### src/rtl/gbn_pkg.sv
// Shared types and constants for the go-back-N sender window.
// Used by gbn_step and the top level; depends on nothing else.
package gbn_pkg;

    localparam int SEQ_W = 32;
    localparam int TAG_W = 16;
    localparam int LEN_W = 11;
    localparam int LIMIT_W = 4;

    localparam logic [LIMIT_W-1:0] LIMIT_RESET = 4'd4;
    localparam logic [SEQ_W-1:0]   SEQ_RESET   = 32'd1;

    typedef enum logic [1:0] {
        OP_SEND    = 2'd0,
        OP_RECV    = 2'd1,
        OP_TIMEOUT = 2'd2
    } op_t;

    typedef enum logic [1:0] {
        STAT_OK      = 2'd0,
        STAT_OOW     = 2'd1,
        STAT_QUEUED  = 2'd2,
        STAT_DROPPED = 2'd3
    } stat_t;

    typedef enum logic [2:0] {
        S_IDLE,
        S_EVAL,
        S_RD,
        S_EMIT,
        S_SLIDE,
        S_DCHK,
        S_DEMIT
    } st_t;

    typedef struct packed {
        logic [TAG_W-1:0] tag;
        logic [LEN_W-1:0] len;
    } frame_t;

endpackage

### src/rtl/gbn_step.sv
// Shared sequence stepper: advances a sequence number and its slot index.
// Depends on gbn_pkg for the sequence width.
module gbn_step
    import gbn_pkg::*;
#(
    parameter int SLOTS = 8,
    parameter int IDX_W = 3
)
(
    input  logic [SEQ_W-1:0] seq_in,
    input  logic [IDX_W-1:0] idx_in,
    output logic [SEQ_W-1:0] seq_out,
    output logic [IDX_W-1:0] idx_out
);

    assign seq_out = seq_in + SEQ_W'(1);

    // The slot index is the sequence modulo SLOTS, so it restarts at zero
    // both at the slot boundary and when the sequence itself wraps.
    always_comb
    begin
        if (seq_in == {SEQ_W{1'b1}} || idx_in == IDX_W'(SLOTS - 1))
        begin
            idx_out = '0;
        end
        else
        begin
            idx_out = idx_in + IDX_W'(1);
        end
    end

endmodule

### src/rtl/gbn_ram.sv
// Simple dual-port memory with one write port and one registered read port.
// Stand-alone; holds frame slots and the wait queue.
module gbn_ram
#(
    parameter int DEPTH  = 8,
    parameter int WIDTH  = 27,
    parameter int ADDR_W = 3
)
(
    input  logic              clk,
    input  logic              wr_en,
    input  logic [ADDR_W-1:0] wr_addr,
    input  logic [WIDTH-1:0]  wr_data,
    input  logic              rd_en,
    input  logic [ADDR_W-1:0] rd_addr,
    output logic [WIDTH-1:0]  rd_data
);

    logic [WIDTH-1:0] mem [DEPTH];
    logic [WIDTH-1:0] rd_data_reg;

    always_ff @(posedge clk)
    begin
        if (wr_en)
        begin
            mem[wr_addr] <= wr_data;
        end
        if (rd_en)
        begin
            rd_data_reg <= mem[rd_addr];
        end
    end

    assign rd_data = rd_data_reg;

endmodule

### src/rtl/go_back_n_arq_sender.sv
// Top level of the go-back-N sender window: event sequencer and state.
// Depends on gbn_pkg, gbn_step and gbn_ram.
//
//  channel | direction | handshake            | payload
//  --------+-----------+----------------------+----------------------------------------
//  event   | in        | in_valid / in_stall  | opcode frame_tag frame_len is_nak ack_number
//  result  | out       | out_valid / out_stall| send_valid send_tag send_len status last
//  config  | in        | cfg_write            | cfg_data (window limit)
//
// A send, an unknown opcode or an out-of-window ack gives a single result.
// Timeout and NAK resend each frame by a slot memory read, then output.
// An ACK slides the base one past the ack, then drains each queued frame that
// fits the window (wait queue read, then output), or gives one empty result.
// Reset is asynchronous and needs no clearing pass; the memories hold no state
// until written. A stalled result holds the sequencer until it is taken.
module go_back_n_arq_sender
    import gbn_pkg::*;
#(
    parameter int WINDOW_SLOTS = 8,
    parameter int WAIT_DEPTH   = 16
)
(
    input  logic               clk,
    input  logic               rst_n,
    input  logic               cfg_write,
    input  logic [LIMIT_W-1:0] cfg_data,
    input  logic               in_valid,
    output logic               in_stall,
    input  logic [1:0]         opcode,
    input  logic [TAG_W-1:0]   frame_tag,
    input  logic [LEN_W-1:0]   frame_len,
    input  logic               is_nak,
    input  logic [SEQ_W-1:0]   ack_number,
    output logic               out_valid,
    input  logic               out_stall,
    output logic               send_valid,
    output logic [TAG_W-1:0]   send_tag,
    output logic [LEN_W-1:0]   send_len,
    output logic [1:0]         status,
    output logic               last
);

    localparam int IDX_W  = (WINDOW_SLOTS > 1) ? $clog2(WINDOW_SLOTS) : 1;
    localparam int CNT_W  = $clog2(WINDOW_SLOTS + 1);
    localparam int CMP_W  = (CNT_W > LIMIT_W) ? CNT_W : LIMIT_W;
    localparam int PTR_W  = (WAIT_DEPTH > 1) ? $clog2(WAIT_DEPTH) : 1;
    localparam int WCNT_W = $clog2(WAIT_DEPTH + 1);
    localparam int FR_W   = $bits(frame_t);
    localparam logic [IDX_W-1:0] IDX_RESET = IDX_W'(1 % WINDOW_SLOTS);

    st_t state_reg, state_next;

    logic [1:0]         op_reg;
    logic [TAG_W-1:0]   tag_reg;
    logic [LEN_W-1:0]   len_reg;
    logic               nak_reg;
    logic [SEQ_W-1:0]   ack_reg;

    logic [LIMIT_W-1:0] limit_reg;
    logic [SEQ_W-1:0]   base_reg, base_next;
    logic [IDX_W-1:0]   base_idx_reg, base_idx_next;
    logic [SEQ_W-1:0]   next_seq_reg, next_seq_next;
    logic [IDX_W-1:0]   next_idx_reg, next_idx_next;
    logic [CNT_W-1:0]   out_cnt_reg, out_cnt_next;
    logic [SEQ_W-1:0]   cur_seq_reg, cur_seq_next;
    logic [IDX_W-1:0]   cur_idx_reg, cur_idx_next;
    logic [CNT_W-1:0]   remain_reg, remain_next;
    logic [PTR_W-1:0]   head_reg, head_next;
    logic [PTR_W-1:0]   tail_reg, tail_next;
    logic [WCNT_W-1:0]  wcount_reg, wcount_next;

    logic               out_valid_reg, out_valid_next;
    logic               send_valid_reg;
    logic [TAG_W-1:0]   send_tag_reg;
    logic [LEN_W-1:0]   send_len_reg;
    logic [1:0]         status_reg;
    logic               last_reg;

    logic               ld;
    logic               ld_valid;
    frame_t             ld_frame;
    stat_t              ld_status;
    logic               ld_last;

    logic               in_accept;
    logic               out_free;
    logic [CMP_W-1:0]   lim;
    logic [CMP_W-1:0]   cnt_cmp;
    logic [SEQ_W-1:0]   off_full;
    logic               off_oow;
    logic [CNT_W-1:0]   off_small;
    logic               can_drain;
    logic               more_drain;

    logic [SEQ_W-1:0]   step_seq_in, step_seq_out;
    logic [IDX_W-1:0]   step_idx_in, step_idx_out;

    logic               slot_we, slot_re;
    logic [IDX_W-1:0]   slot_waddr;
    frame_t             slot_wdata;
    frame_t             slot_rdata;
    logic               fifo_we, fifo_re;
    frame_t             fifo_rdata;

    assign in_accept = in_valid && !in_stall;
    assign in_stall  = (state_reg != S_IDLE);
    assign out_free  = !out_valid_reg || !out_stall;

    // Effective window limit: zero acts as one, and it never exceeds the slot count.
    always_comb
    begin
        lim = CMP_W'(limit_reg);
        if (lim == '0)
        begin
            lim = CMP_W'(1);
        end
        else if (lim > CMP_W'(WINDOW_SLOTS))
        begin
            lim = CMP_W'(WINDOW_SLOTS);
        end
    end

    assign cnt_cmp    = CMP_W'(out_cnt_reg);
    assign off_full   = ack_reg - base_reg;
    assign off_oow    = off_full >= SEQ_W'(out_cnt_reg);
    assign off_small  = off_full[CNT_W-1:0];
    assign can_drain  = (wcount_reg != '0) && (cnt_cmp < lim);
    assign more_drain = (wcount_reg > WCNT_W'(1)) && ((cnt_cmp + CMP_W'(1)) < lim);

    // One stepper serves the resend cursor, the sliding base and the send pointer.
    always_comb
    begin
        unique case (state_reg)
            S_EMIT:
            begin
                step_seq_in = cur_seq_reg;
                step_idx_in = cur_idx_reg;
            end
            S_SLIDE:
            begin
                step_seq_in = base_reg;
                step_idx_in = base_idx_reg;
            end
            default:
            begin
                step_seq_in = next_seq_reg;
                step_idx_in = next_idx_reg;
            end
        endcase
    end

    gbn_step #(
        .SLOTS (WINDOW_SLOTS),
        .IDX_W (IDX_W)
    ) u_step (
        .seq_in  (step_seq_in),
        .idx_in  (step_idx_in),
        .seq_out (step_seq_out),
        .idx_out (step_idx_out)
    );

    gbn_ram #(
        .DEPTH  (WINDOW_SLOTS),
        .WIDTH  (FR_W),
        .ADDR_W (IDX_W)
    ) u_slots (
        .clk     (clk),
        .wr_en   (slot_we),
        .wr_addr (slot_waddr),
        .wr_data (slot_wdata),
        .rd_en   (slot_re),
        .rd_addr (cur_idx_reg),
        .rd_data (slot_rdata)
    );

    gbn_ram #(
        .DEPTH  (WAIT_DEPTH),
        .WIDTH  (FR_W),
        .ADDR_W (PTR_W)
    ) u_wait (
        .clk     (clk),
        .wr_en   (fifo_we),
        .wr_addr (tail_reg),
        .wr_data ({tag_reg, len_reg}),
        .rd_en   (fifo_re),
        .rd_addr (head_reg),
        .rd_data (fifo_rdata)
    );

    always_comb
    begin
        state_next    = state_reg;
        base_next     = base_reg;
        base_idx_next = base_idx_reg;
        next_seq_next = next_seq_reg;
        next_idx_next = next_idx_reg;
        out_cnt_next  = out_cnt_reg;
        cur_seq_next  = cur_seq_reg;
        cur_idx_next  = cur_idx_reg;
        remain_next   = remain_reg;
        head_next     = head_reg;
        tail_next     = tail_reg;
        wcount_next   = wcount_reg;
        slot_we       = 1'b0;
        slot_re       = 1'b0;
        slot_waddr    = next_idx_reg;
        slot_wdata    = {tag_reg, len_reg};
        fifo_we       = 1'b0;
        fifo_re       = 1'b0;
        ld            = 1'b0;
        ld_valid      = 1'b0;
        ld_frame      = '0;
        ld_status     = STAT_OK;
        ld_last       = 1'b1;

        unique case (state_reg)
            S_IDLE:
            begin
                if (in_valid)
                begin
                    state_next = S_EVAL;
                end
            end

            S_EVAL:
            begin
                if (out_free)
                begin
                    state_next = S_IDLE;
                    unique case (op_reg)
                        OP_SEND:
                        begin
                            ld = 1'b1;
                            if (cnt_cmp < lim)
                            begin
                                slot_we       = 1'b1;
                                next_seq_next = step_seq_out;
                                next_idx_next = step_idx_out;
                                out_cnt_next  = out_cnt_reg + CNT_W'(1);
                                ld_valid      = 1'b1;
                                ld_frame      = {tag_reg, len_reg};
                            end
                            else if (wcount_reg < WCNT_W'(WAIT_DEPTH))
                            begin
                                fifo_we     = 1'b1;
                                tail_next   = (tail_reg == PTR_W'(WAIT_DEPTH - 1)) ?
                                              '0 : tail_reg + PTR_W'(1);
                                wcount_next = wcount_reg + WCNT_W'(1);
                                ld_status   = STAT_QUEUED;
                            end
                            else
                            begin
                                ld_status = STAT_DROPPED;
                            end
                        end
                        OP_TIMEOUT:
                        begin
                            if (out_cnt_reg == '0)
                            begin
                                ld = 1'b1;
                            end
                            else
                            begin
                                cur_seq_next = base_reg;
                                cur_idx_next = base_idx_reg;
                                remain_next  = out_cnt_reg;
                                state_next   = S_RD;
                            end
                        end
                        OP_RECV:
                        begin
                            if (off_oow)
                            begin
                                ld        = 1'b1;
                                ld_status = STAT_OOW;
                            end
                            else if (nak_reg)
                            begin
                                if (off_small == '0)
                                begin
                                    ld = 1'b1;
                                end
                                else
                                begin
                                    cur_seq_next = base_reg;
                                    cur_idx_next = base_idx_reg;
                                    remain_next  = off_small;
                                    state_next   = S_RD;
                                end
                            end
                            else
                            begin
                                // The base moves one past the ack, one sequence per cycle.
                                remain_next = off_small + CNT_W'(1);
                                state_next  = S_SLIDE;
                            end
                        end
                        default:
                        begin
                            ld = 1'b1;
                        end
                    endcase
                end
            end

            S_RD:
            begin
                slot_re    = 1'b1;
                state_next = S_EMIT;
            end

            S_EMIT:
            begin
                if (out_free)
                begin
                    ld           = 1'b1;
                    ld_valid     = 1'b1;
                    ld_frame     = slot_rdata;
                    ld_last      = (remain_reg == CNT_W'(1));
                    cur_seq_next = step_seq_out;
                    cur_idx_next = step_idx_out;
                    remain_next  = remain_reg - CNT_W'(1);
                    state_next   = (remain_reg == CNT_W'(1)) ? S_IDLE : S_RD;
                end
            end

            S_SLIDE:
            begin
                base_next     = step_seq_out;
                base_idx_next = step_idx_out;
                out_cnt_next  = out_cnt_reg - CNT_W'(1);
                remain_next   = remain_reg - CNT_W'(1);
                if (remain_reg == CNT_W'(1))
                begin
                    state_next = S_DCHK;
                end
            end

            S_DCHK:
            begin
                if (can_drain)
                begin
                    fifo_re    = 1'b1;
                    state_next = S_DEMIT;
                end
                else if (out_free)
                begin
                    // Nothing to drain after the slide gives one empty transfer.
                    ld         = 1'b1;
                    state_next = S_IDLE;
                end
            end

            S_DEMIT:
            begin
                if (out_free)
                begin
                    slot_we       = 1'b1;
                    slot_wdata    = fifo_rdata;
                    next_seq_next = step_seq_out;
                    next_idx_next = step_idx_out;
                    out_cnt_next  = out_cnt_reg + CNT_W'(1);
                    head_next     = (head_reg == PTR_W'(WAIT_DEPTH - 1)) ?
                                    '0 : head_reg + PTR_W'(1);
                    wcount_next   = wcount_reg - WCNT_W'(1);
                    ld            = 1'b1;
                    ld_valid      = 1'b1;
                    ld_frame      = fifo_rdata;
                    ld_last       = !more_drain;
                    state_next    = more_drain ? S_DCHK : S_IDLE;
                end
            end

            default:
            begin
                state_next = S_IDLE;
            end
        endcase
    end

    always_comb
    begin
        if (ld)
        begin
            out_valid_next = 1'b1;
        end
        else if (!out_stall)
        begin
            out_valid_next = 1'b0;
        end
        else
        begin
            out_valid_next = out_valid_reg;
        end
    end

    always_ff @(posedge clk or negedge rst_n)
    begin
        if (!rst_n)
        begin
            state_reg     <= S_IDLE;
            limit_reg     <= LIMIT_RESET;
            base_reg      <= SEQ_RESET;
            base_idx_reg  <= IDX_RESET;
            next_seq_reg  <= SEQ_RESET;
            next_idx_reg  <= IDX_RESET;
            out_cnt_reg   <= '0;
            head_reg      <= '0;
            tail_reg      <= '0;
            wcount_reg    <= '0;
            out_valid_reg <= 1'b0;
        end
        else
        begin
            state_reg     <= state_next;
            if (cfg_write)
            begin
                limit_reg <= cfg_data;
            end
            base_reg      <= base_next;
            base_idx_reg  <= base_idx_next;
            next_seq_reg  <= next_seq_next;
            next_idx_reg  <= next_idx_next;
            out_cnt_reg   <= out_cnt_next;
            head_reg      <= head_next;
            tail_reg      <= tail_next;
            wcount_reg    <= wcount_next;
            out_valid_reg <= out_valid_next;
        end
    end

    always_ff @(posedge clk)
    begin
        if (in_accept)
        begin
            op_reg  <= opcode;
            tag_reg <= frame_tag;
            len_reg <= frame_len;
            nak_reg <= is_nak;
            ack_reg <= ack_number;
        end
        cur_seq_reg <= cur_seq_next;
        cur_idx_reg <= cur_idx_next;
        remain_reg  <= remain_next;
        if (ld)
        begin
            send_valid_reg <= ld_valid;
            send_tag_reg   <= ld_frame.tag;
            send_len_reg   <= ld_frame.len;
            status_reg     <= ld_status;
            last_reg       <= ld_last;
        end
    end

    assign out_valid  = out_valid_reg;
    assign send_valid = send_valid_reg;
    assign send_tag   = send_tag_reg;
    assign send_len   = send_len_reg;
    assign status     = status_reg;
    assign last       = last_reg;

`ifndef SYNTH
    a_seq_consistent: assert property (@(posedge clk) disable iff (!rst_n)
        next_seq_reg == base_reg + SEQ_W'(out_cnt_reg))
        else $error("next sequence does not match base plus outstanding count");

    a_cnt_bound: assert property (@(posedge clk) disable iff (!rst_n)
        out_cnt_reg <= CNT_W'(WINDOW_SLOTS))
        else $error("outstanding count exceeds slot count");

    a_wait_bound: assert property (@(posedge clk) disable iff (!rst_n)
        wcount_reg <= WCNT_W'(WAIT_DEPTH))
        else $error("wait queue count exceeds depth");

    a_busy_until_last: assert property (@(posedge clk) disable iff (!rst_n)
        (out_valid && !out_stall && !last) |-> (state_reg != S_IDLE))
        else $error("event finished before its final transfer");

    a_idx_range: assert property (@(posedge clk) disable iff (!rst_n)
        (base_idx_reg <= IDX_W'(WINDOW_SLOTS - 1)) &&
        (next_idx_reg <= IDX_W'(WINDOW_SLOTS - 1)))
        else $error("slot index out of range");
`endif

endmodule
### config.mk
export PLATFORM = sky130hd
export DESIGN_NAME = go_back_n_arq_sender
export DESIGN_NICKNAME = d
export VERILOG_FILES = /design/src/rtl/gbn_pkg.sv /design/src/rtl/gbn_step.sv /design/src/rtl/gbn_ram.sv /design/src/rtl/go_back_n_arq_sender.sv
export SDC_FILE = /design/constraint.sdc
export NUM_CORES = 1
export LEC_CHECK = 0
export BUFFER_PORTS_ARGS = -buffer_cell sky130_fd_sc_hd__buf_2
export CAP_MARGIN = 20
export CORE_MARGIN = 4
export CORE_UTILIZATION = 25
export CTS_CLUSTER_DIAMETER = 100
export DETAILED_ROUTE_END_ITERATION = 8
export PLACE_DENSITY_LB_ADDON = 0.25
export SETUP_SLACK_MARGIN = 0.1
export SYNTH_ARGS = -nofsm -noshare
export SYNTH_HDL_FRONTEND = slang
export SYNTH_SLANG_ARGS = --single-unit
### constraint.sdc
create_clock -name clk -period 8 [get_ports clk]
set_input_delay 0 -clock clk [delete_from_list [all_inputs] [get_ports clk]]
set_output_delay 0 -clock clk [all_outputs]
set_load 0.03 [all_outputs]
==> results of run 1 <==
==> area by class of cell <==
cell class / instances / area share (%)
diodes: 3 / 0.0158
clock buffers: 130 / 5.90
clock inverters: 66 / 1.54
inverters: 93 / 0.734
multi-input cells: 1240 / 24.1
flip-flops and latches: 929 / 57.7
well taps: 2058 / 5.41
repair buffers: 275 / 4.57
==> logic make-up (layout without fill, tap and decap cells) <==
| family | Yosys count | in the layout | synth area share [%] |
|---|---|---|---|
| compound gates | 389 | 389 | 6.59 |
| other cells | 0 | 3 | 0 |
| xor+xnor | 72 | 72 | 1.61 |
| flops | 929 | 929 | 69.2 |
| mux | 253 | 253 | 12.5 |
| simple gates | 463 | 463 | 5.88 |
| buf+inv | 218 | 564 | 2.17 |
| fa+ha+maj | 63 | 63 | 2.01 |
==> per-stage QoR <==
stage / util, % / setup WS [ns]
2_1_floorplan: - / 2.34
3_3_place_gp: 27.2 / 2.90
3_5_place_dp: 27.2 / 2.82
4_1_cts: 30.3 / 2.78
5_1_grt: 30.3 / 2.42
6_report: 30.3 / 2.77
==> where the power goes <==
part,internal (W),switching (W)
logic,0.00181,0.00271
clock network,0.00285,0.00201
registers,0.00608,0.000579
total,0.0107,0.00530
==> placed cells by master, fill, tap and decap left out, types with 34 or more instances in the layout <==
cell / n
a21oi_1: 78
buf_2: 102
buf_4: 45
clkbuf_16: 107
clkinv_1: 34
dfrtp_1: 85
dlygate4sd3_1: 125
edfxtp_1: 834
ha_1: 62
inv_1: 91
mux2_2: 59
mux4_2: 189
nand2_1: 160
nor2_1: 107
o21ai_0: 92
xnor2_1: 48
==> worst min path at each step <==
stage	startpoint	endpoint	slack, ns	depth (start not counted)
6_report	ack_number[7]	ack_reg[7]	0.06	2
3_5_place_dp	rst_n	limit_reg[0]	0.10	1
4_1_cts	ack_number[31]	ack_reg[31]	0.003	2
3_3_place_gp	rst_n	limit_reg[0]	0.11	1
5_1_grt	ack_number[7]	ack_reg[7]	0.03	2
2_1_floorplan	rst_n	base_idx_reg[1]	-0.30	0
==> routing by layer <==
metal	up-vias	GRT usage, %
li1	10002	-
met1	11444	17.7
met2	622	20.1
met3	150	2.17
met4	0	4.11
met5	-	0
==> critical path: stages, from the launching register on <==
cell,delay [ns]
dfrtp_1,0.66
buf_4,0.37
inv_2,0.14
o21ai_4,0.73
o221ai_1,0.39
or3_1,0.49
nor4_2,0.63
nand4b_1,0.67
or3b_1,0.62
xor2_1,0.16
o21ai_1,0.07
==> what timing repair did <==
item / in CTS / in global routing
hold endpoints to repair: 116 / 0
gates resized for setup: 0 / 0
hold buffers: 126 / 0
==> impl_metrics.env, run 1 <==
export IMPL_grt_pass1_vias=22711
export IMPL_die_h_microns=406
export IMPL_post_cts_setup_buffer_count=0
export IMPL_io_pins=104
export IMPL_multi_input_comb_area_sq_um=11500
export IMPL_async_flop_share_pct=10.2
export IMPL_clk_pin_slew_ns=0.06
export IMPL_ys_seq_elements=929
export IMPL_final_layout_size_suffix_gt1_share_pct=22.5
export IMPL_grt_max_degree=90
export IMPL_drt_met1_wl_microns=47900
export IMPL_place_gp_congestion=0.847
export IMPL_fmax_mhz=191
export IMPL_hold_viol_final=0
export IMPL_regToRegEndpoint="cur_seq_reg[31]"
export IMPL_regMostFlops="u_wait.mem"
export IMPL_yosys_warnings=0
export IMPL_fin_setup_tns_ns=0
export IMPL_maxSlewHeadroom_pct=23.9
export IMPL_rr_worst_depth=10
export IMPL_yosys_area_top_type="edfxtp_1"
export IMPL_route_met2_wl_microns=49200
export IMPL_dpl_cell_area_sq_um=42700
export IMPL_cts_max_level=3
export IMPL_largest_reg_flops=432
export IMPL_synthFlopType="edfxtp_1"
export IMPL_num_rows=145
export IMPL_worstSetupEndpointType="flip-flop"
export IMPL_cts_tree="done"
export IMPL_start_util_pct=25.3
export IMPL_synth_top_area_share_pct=63.2
export IMPL_track_usage_pct=12.7
export IMPL_synth_seq_area_share_pct=69.2
export IMPL_synthCells=2387
export IMPL_ant_nets=0
export IMPL_clock_path_buffers=3
export IMPL_cap_violations=0
export IMPL_drtIter0Drc=2051
export IMPL_setup_viol=0
export IMPL_ys_top_cells_by_count="edfxtp_1 (834), mux4_2 (189), nand2_1 (160)"
export IMPL_synth_edf_count=834
export IMPL_hold_ws_ns=0.0608
export IMPL_ff2ff_setup_slack_ns=2.77
export IMPL_worstPathRequired_ns=8.40
export IMPL_drcViolationCount=0
export IMPL_synth_cell_types=96
export IMPL_core_sq_um=157000
export IMPL_period_share_pct=65.4
export IMPL_start_kind="flip-flop"
export IMPL_clkSinkCount=929
export IMPL_endpoint="cur_seq_reg[31]"
export IMPL_grt_pass1_wl_microns=155000
export IMPL_dieArea_sq_um=165000
export IMPL_dr_wl_met3_microns=5710
export IMPL_antenna_found_initial=3
export IMPL_via_count=22218
export IMPL_slew_viol_final=0
export IMPL_die_w_microns=406
export IMPL_vias_per_cell=4.63
export IMPL_overflow=0
export IMPL_finClkSkew_ns=0.0861
export IMPL_placedCellCount=4469
export IMPL_avgRoutedWirePerCell_microns=22.1
export IMPL_cellPowerDensity_nw_per_um2=338
export IMPL_clkLatencyLatePin_ns=0.74
export IMPL_arrival_ns=5.64
export IMPL_design_area_sq_um=47600
export IMPL_yosysMostFrequentCell="edfxtp_1"
export IMPL_seq_area_sq_um=27400
export IMPL_firstDrtPassIters=6
export IMPL_outcome="completed"
export IMPL_tightest_slew_ns=1.14
export IMPL_timing_final_crit_period_ns=5.23
export IMPL_total_power_w=0.0161
export IMPL_cts_root_buf="clkbuf_16"
export IMPL_port_buffers=103
export IMPL_numCtsBuffers=105
export IMPL_syn_cell_area_sq_um=39600
export IMPL_area_growth_pct=20.0
export IMPL_highest_layer="met4"
export IMPL_synth_area_leaders="edfxtp_1 (63%), mux4_2 (11%), dfrtp_1 (5.7%), ha_1 (2.0%), mux2_2 (1.7%)"
export IMPL_instances_no_fill=4794
export IMPL_totalWireLength_microns=106000
export IMPL_rsz0062_at_grt="false"
export IMPL_ir_worst_vdd_mv=0.205
export IMPL_dp_hpwl_microns=61800
export IMPL_nets=2778
export IMPL_syn_avg_cell_area_sq_um=16.6
export IMPL_p_leak_nw=15.8
export IMPL_syn_nets=2521
export IMPL_startpoint="state_reg[2]"
export IMPL_cp_max_fo=27
export IMPL_r2r_start="state_reg[2]"
export IMPL_crit_type="flip-flop to flip-flop"
export IMPL_nFillCells=15356
export IMPL_top_regs="u_wait.mem: 432 flops, u_slots.mem: 216 flops"
export IMPL_hold_class="primary input to flip-flop"
(Power assumes the default switching activity.)
==> inputs of run 2 (changes only) <==
- ABC_AREA: unset -> 1
- clock period: 8 -> 5.2 ns (I/O delays scaled with it)
==> impl_metrics.env, run 2 <==
export IMPL_final_common_cell="edfxtp_1"
export IMPL_yosysMostFrequentCell="edfxtp_1"
export IMPL_area_growth_pct=20.0
export IMPL_outcome="completed"
export IMPL_die_w_microns=409
export IMPL_vias_per_cell=4.47
export IMPL_ant_nets=0
export IMPL_rsz0062_at_grt="false"
export IMPL_min_from="frame_len[8]"
export IMPL_die_h_microns=409
export IMPL_num_rows=147
export IMPL_power_switching_w=0.00652
export IMPL_synth_area_leaders="edfxtp_1 (62%), dfrtp_1 (5.6%), nor2_1 (5.3%), nand2_1 (5.1%), o21ai_0 (4.5%)"
export IMPL_cts_root_buf="clkbuf_16"
export IMPL_regToRegEndpoint="cur_seq_reg[0]"
export IMPL_setup_viol=0
export IMPL_crit_buf_inv=3
export IMPL_fmax_mhz=243
export IMPL_synth_edf_count=834
export IMPL_grt_pass1_wl_microns=172000
export IMPL_holdPathStages=2
export IMPL_io_pins=104
export IMPL_finClkSkew_ns=0.0817
export IMPL_antenna_found_initial=3
export IMPL_ys_seq_elements=929
export IMPL_syn_avg_cell_area_sq_um=11.4
export IMPL_clock_path_buffers=3
export IMPL_period_share_pct=79.2
export IMPL_nets=3907
export IMPL_post_place_ws_ns=1.01
export IMPL_ys_top_cells_by_count="edfxtp_1 (834), nor2_1 (571), nand2_1 (550)"
export IMPL_yosys_area_top_type="edfxtp_1"
export IMPL_regMostFlops="u_wait.mem"
export IMPL_cts_resized=0
export IMPL_clkLatencyLatePin_ns=0.74
export IMPL_hold_buffers=138
export IMPL_fin_setup_tns_ns=0
export IMPL_via_count=26950
export IMPL_cellPowerDensity_nw_per_um2=433
export IMPL_drcViolationCount=0
export IMPL_tightest_slew_ns=1.04
export IMPL_r2r_start="base_reg[2]"
export IMPL_sw_frac_of_total_pct=31.2
export IMPL_place_gp_congestion=0.854
export IMPL_largest_reg_flops=432
export IMPL_ff2ff_setup_slack_ns=1.08
export IMPL_cts_tree="done"
export IMPL_crit_type="flip-flop to flip-flop"
export IMPL_totalWireLength_microns=115000
export IMPL_synth_cell_types=57
export IMPL_cts_max_level=3
export IMPL_crit_chain="inv_1, ha_1, nand2_1, nand2_1, inv_1, nand2_1, xor2_1, ha_1, a21oi_1, nand4_1, nor2_1, nand2_1, nor2_1, nand3_1, nor2_1, nand3_1, nor2_1, nand2_1, nand2_1, a21oi_1, nor2_4, buf_4"
export IMPL_async_flop_share_pct=10.2
export IMPL_arrival_ns=4.43
export IMPL_setup_ws_ns=1.08
export IMPL_slew_viol_final=0
export IMPL_intPower_w=0.0144
export IMPL_crit_top_cell="nand2_1"
export IMPL_start_util_pct=25.1
export IMPL_clkSinkCount=929
export IMPL_avgRoutedWirePerCell_microns=19.1
export IMPL_start_kind="flip-flop"
export IMPL_timing_final_crit_period_ns=4.12
export IMPL_ir_worst_vdd_mv=0.281
export IMPL_dp_hpwl_microns=67600
export IMPL_cp_slowest_cell="buf_4"
export IMPL_numCtsBuffers=104
export IMPL_cp_top_family="simple AND/OR/NAND/NOR gates"
export IMPL_overflow=0
export IMPL_layout_common_cells="edfxtp_1 (834), nand2_1 (548), nor2_1 (543)"
export IMPL_syn_nets=3667
export IMPL_top_regs="u_wait.mem: 432 flops, u_slots.mem: 216 flops"
export IMPL_yosys_warnings=0
export IMPL_clkPwrFrac_pct=34.5
export IMPL_port_buffers=103
export IMPL_min_to="len_reg[8]"
export IMPL_track_usage_pct=13.5
export IMPL_synth_top_area_share_pct=62.2
export IMPL_hold_ws_ns=0.0593
export IMPL_core_sq_um=160000
export IMPL_path_depth=22
export IMPL_synthFlopType="edfxtp_1"
export IMPL_hold_class="primary input to flip-flop"
export IMPL_worstSetupEndpointType="flip-flop"
export IMPL_syn_cell_area_sq_um=40300
export IMPL_post_cts_setup_buffer_count=0
export IMPL_synthCells=3533
export IMPL_firstDrtPassIters=6
export IMPL_cp_max_fo=32
export IMPL_drtIter0Drc=2007
export IMPL_pwr_share_comb_pct=19.9
export IMPL_grt_pass1_vias=26631
export IMPL_cap_violations=0
export IMPL_synth_seq_area_share_pct=68.1
export IMPL_clk_pin_slew_ns=0.06
export IMPL_final_layout_size_suffix_gt1_share_pct=10.5
export IMPL_dieArea_sq_um=168000
export IMPL_grt_max_degree=159
export IMPL_seqPwrFrac_pct=45.6
export IMPL_hold_viol_final=0
export IMPL_max_stage_delay_ns=0.52
export IMPL_worstPathRequired_ns=5.51
export IMPL_maxSlewHeadroom_pct=30.0
export IMPL_rr_worst_depth=22
export IMPL_p_leak_nw=16.9
-- run 2: cell count changes in the layout (fill, tap and decap cells not counted), moves of 36 or more --
cell,previous run,this run
o32ai_1,2,67
nand3_1,21,135
nand2_1,160,548
mux2_2,59,3
nor2_1,107,543
inv_1,91,253
o21ai_0,92,362
mux2i_1,5,41
mux4_2,189,0
-- run 2: metal layers --
metal | track usage (%) | vias to the layer above | part of all wire, %
li1 | - | 12995 | -
met1 | 19.3 | 13248 | 49
met2 | 21.2 | 558 | 45
met3 | 2.07 | 149 | 4.4
met4 | 3.66 | 0 | 2.2
met5 | 0 | - | 0
-- run 2: through the flow --
stage / area, sq um / std cells / total power, W / utilization (%)
finish: 48400 / 6024 / 0.0209 / 30.2
global route: 48400 / 6023 / 0.0221 / 30.2
CTS: 48400 / 6022 / 0.0212 / 30.2
detailed placement: 43600 / 5689 / 0.0138 / 27.2
global placement: 43600 / 5689 / 0.0138 / 27.2
floorplan: 40300 / 3533 / 0.0123 / -
-- run 2: final cells by class --
cell class	count	area (sq um)
clock inverter	67	634
multi-input combinational	2166	11400
fill	16525	112000
inverter	270	1020
antenna	2	5.00
sequential	929	27400
timing repair buffer	302	2420
tap	2160	2700
clock buffer	128	2720
-- run 2: how the worst max path moves through the flow --
stage,from,end,slack [ns]
2_1_floorplan,base_reg[0],cur_idx_reg[0],0.81
3_3_place_gp,base_reg[2],cur_seq_reg[12],1.03
3_5_place_dp,base_reg[0],cur_seq_reg[12],1.01
4_1_cts,base_reg[2],cur_seq_reg[0],0.99
5_1_grt,base_reg[2],cur_seq_reg[30],0.62
6_report,base_reg[2],cur_seq_reg[0],1.08
-- run 2: logic make-up (layout without fill, tap and decap cells) --
| group | Yosys count | in the layout | share of synthesized area [%] |
|---|---|---|---|
| other | 0 | 2 | 0 |
| xor gates and xnor gates | 49 | 49 | 1.07 |
| buffers and inverters | 438 | 767 | 4.20 |
| adders and majority gates | 63 | 63 | 1.97 |
| AOI/OAI and AO/OA | 683 | 683 | 10.3 |
| and+or+nand+nor | 1327 | 1327 | 13.3 |
| muxes | 44 | 44 | 1.10 |
| DFF | 929 | 929 | 68.1 |
-- run 2: worst register-to-register path, stage by stage (launching register included) --
cell and delay [ns]:
dfrtp_1 0.32, inv_1 0.07, ha_1 0.38, nand2_1 0.07, nand2_1 0.08, inv_1 0.04
nand2_1 0.13, xor2_1 0.25, ha_1 0.29, a21oi_1 0.16, nand4_1 0.13, nor2_1 0.10
nand2_1 0.05, nor2_1 0.10, nand3_1 0.08, nor2_1 0.11, nand3_1 0.09, nor2_1 0.19
nand2_1 0.15, nand2_1 0.15, a21oi_1 0.13, nor2_4 0.17, buf_4 0.52
-- run 2: power groups by stage --
stage | clock network [W] | registers (W) | logic (W)
global route | 0.00775 | 0.00960 | 0.00470
CTS | 0.00744 | 0.00954 | 0.00421
detailed placement | 0 | 0.00968 | 0.00410
finish | 0.00722 | 0.00954 | 0.00416
global placement | 0 | 0.00968 | 0.00412
floorplan | 0 | 0.00966 | 0.00261
==> inputs of run 3 (changes only) <==
- ABC_AREA: 1 -> 0
- clock period: 5.2 -> 3.95 ns (I/O delays scaled with it)
==> impl_metrics.env, run 3 (synthesis gave the netlist of run 1 again) <==
export IMPL_ir_worst_vdd_mv=0.355
export IMPL_setup_viol=0
export IMPL_clock_path_buffers=3
export IMPL_num_rows=145
export IMPL_dpl_cell_area_sq_um=44400
export IMPL_clkLatencyLatePin_ns=0.75
export IMPL_cap_violations=0
export IMPL_start_kind="flip-flop"
export IMPL_drtIter0Drc=1745
export IMPL_clkPwrFrac_pct=28.9
export IMPL_area_growth_pct=25.1
export IMPL_layout_common_cells="edfxtp_1 (834), mux4_2 (189), buf_4 (176)"
export IMPL_pwr_share_comb_pct=31.7
export IMPL_top_regs="u_wait.mem: 432 flops, u_slots.mem: 216 flops"
export IMPL_die_h_microns=406
export IMPL_firstDrtPassIters=5
export IMPL_crit_type="flip-flop to flip-flop"
export IMPL_overflow=0
export IMPL_cellPowerDensity_nw_per_um2=685
export IMPL_finClkSkew_ns=0.0849
export IMPL_arrival_ns=4.40
export IMPL_instances_no_fill=4963
export IMPL_ff2ff_setup_slack_ns=0.01
export IMPL_regMostFlops="u_wait.mem"
export IMPL_hold_viol_final=0
export IMPL_fmax_mhz=254
export IMPL_fin_setup_tns_ns=0
export IMPL_port_buffers=103
export IMPL_cts_tree="done"
export IMPL_dieArea_sq_um=165000
export IMPL_ant_nets=0
export IMPL_track_usage_pct=12.7
export IMPL_design_area_sq_um=49600
export IMPL_cp_max_fo=8
export IMPL_intPower_w=0.0229
export IMPL_start_util_pct=25.3
export IMPL_outcome="completed"
export IMPL_place_gp_congestion=0.859
export IMPL_dp_hpwl_microns=67600
export IMPL_power_switching_w=0.0111
export IMPL_rsz0062_at_grt="true"
export IMPL_numCtsBuffers=102
export IMPL_max_stage_delay_ns=0.57
export IMPL_antenna_found_initial=2
export IMPL_seqPwrFrac_pct=39.4
export IMPL_maxSlewHeadroom_pct=28.7
export IMPL_period_share_pct=99.7
export IMPL_cts_root_buf="clkbuf_16"
export IMPL_post_place_ws_ns=-0.0860
export IMPL_p_leak_nw=16.9
export IMPL_grt_pass1_wl_microns=155000
export IMPL_worstSetupEndpointType="flip-flop"
export IMPL_die_w_microns=406
export IMPL_totalWireLength_microns=106000
export IMPL_avgRoutedWirePerCell_microns=21.3
export IMPL_hold_class="primary input to flip-flop"
export IMPL_vias_per_cell=4.55
export IMPL_cts_max_level=3
export IMPL_tightest_slew_ns=1.07
export IMPL_crit_top_cell="buf_12"
export IMPL_nets=2947
export IMPL_clk_pin_slew_ns=0.06
export IMPL_setup_ws_ns=0.0106
export IMPL_placedCellCount=4622
export IMPL_clkSinkCount=929
export IMPL_grt_pass1_vias=22858
export IMPL_timing_final_crit_period_ns=3.94
export IMPL_cp_slowest_cell="or4_4"
export IMPL_crit_chain="ha_4, fa_2, buf_6, nor2b_4, o21a_4, o211ai_1, a21oi_2, a2111o_1, a22o_1, or4_4, o41ai_4, buf_4, a21oi_4, buf_12, buf_12"
export IMPL_final_layout_size_suffix_gt1_share_pct=29.2
export IMPL_grt_max_degree=62
export IMPL_drcViolationCount=0
export IMPL_via_count=22572
export IMPL_final_common_cell="edfxtp_1"
export IMPL_largest_reg_flops=432
export IMPL_sw_frac_of_total_pct=32.7
export IMPL_slew_viol_final=0
export IMPL_io_pins=104
export IMPL_worstPathRequired_ns=4.41
export IMPL_core_sq_um=157000
==> run 3: worst paths after layout <==
kind / endpoint / from / cells after the start
max reg2reg: send_len[8] / base_reg[0] / 15
max: send_len[8] / base_reg[0] / 15
min: ack_reg[1] / ack_number[1] / 2
min reg2reg: base_idx_reg[0] / base_idx_reg[0] / 2
min in group asynchronous: limit_reg[2] / rst_n / 3
max in group asynchronous: next_seq_reg[27] / rst_n / 4
==> run 3: critical path, delay by kind of cell (launching register included) <==
family | cells | cell delay [ns]
fa+ha+maj | 2 | 0.36
simple gates | 2 | 0.60
buf+inv | 4 | 0.61
compound gates | 7 | 1.55
flops | 1 | 0.55
==> run 3: layout make-up <==
type	count	area (sq um)
Sequential cell	929	27400
Multi-Input combinational cell	1240	11800
Timing Repair Buffer	447	3950
Clock inverter	62	753
Clock buffer	131	2750
Tap cell	2058	2570
Fill cell	15265	107000
Antenna cell	3	7.51
Inverter	93	349
==> run 3: per-stage QoR <==
stage               total power (W)  hold WS [ns]  utilization, %
detailed placement           0.0238        0.0255            28.3
global placement             0.0239        0.0282            28.3
floorplan                    0.0198        -0.296               -
global route                 0.0359        0.0302            31.6
CTS                          0.0340       0.00297            31.4
finish                       0.0340        0.0720            31.6
==> run 3: timing repair <==
| item | CTS | global route |
|---|---|---|
| buffers inserted | 0 | 20 |
| hold buffers | 124 | 0 |
| gates resized for setup | 15 | 49 |
| pin swaps | 0 | 14 |
| gates cloned | 0 | 1 |
| endpoints found under the hold margin | 160 | 0 |
| setup endpoints to repair | 75 | 78 |
==> run 3: layer usage <==
metal	track usage (%)	vias to the layer above	routed length (microns)
met2	19.8	471	48600
met5	0	-	0
met1	18.5	11628	51300
met4	3.05	0	1840
li1	-	10355	-
met3	2.05	118	4270
==> run 3: power groups by stage <==
stage | logic, W | clock network, W | registers, W
3_5_place_dp | 0.0102 | 0 | 0.0136
3_3_place_gp | 0.0103 | 0 | 0.0136
4_1_cts | 0.0104 | 0.0101 | 0.0134
6_report | 0.0108 | 0.00981 | 0.0134
2_1_floorplan | 0.00646 | 0 | 0.0133
5_1_grt | 0.0118 | 0.0105 | 0.0136
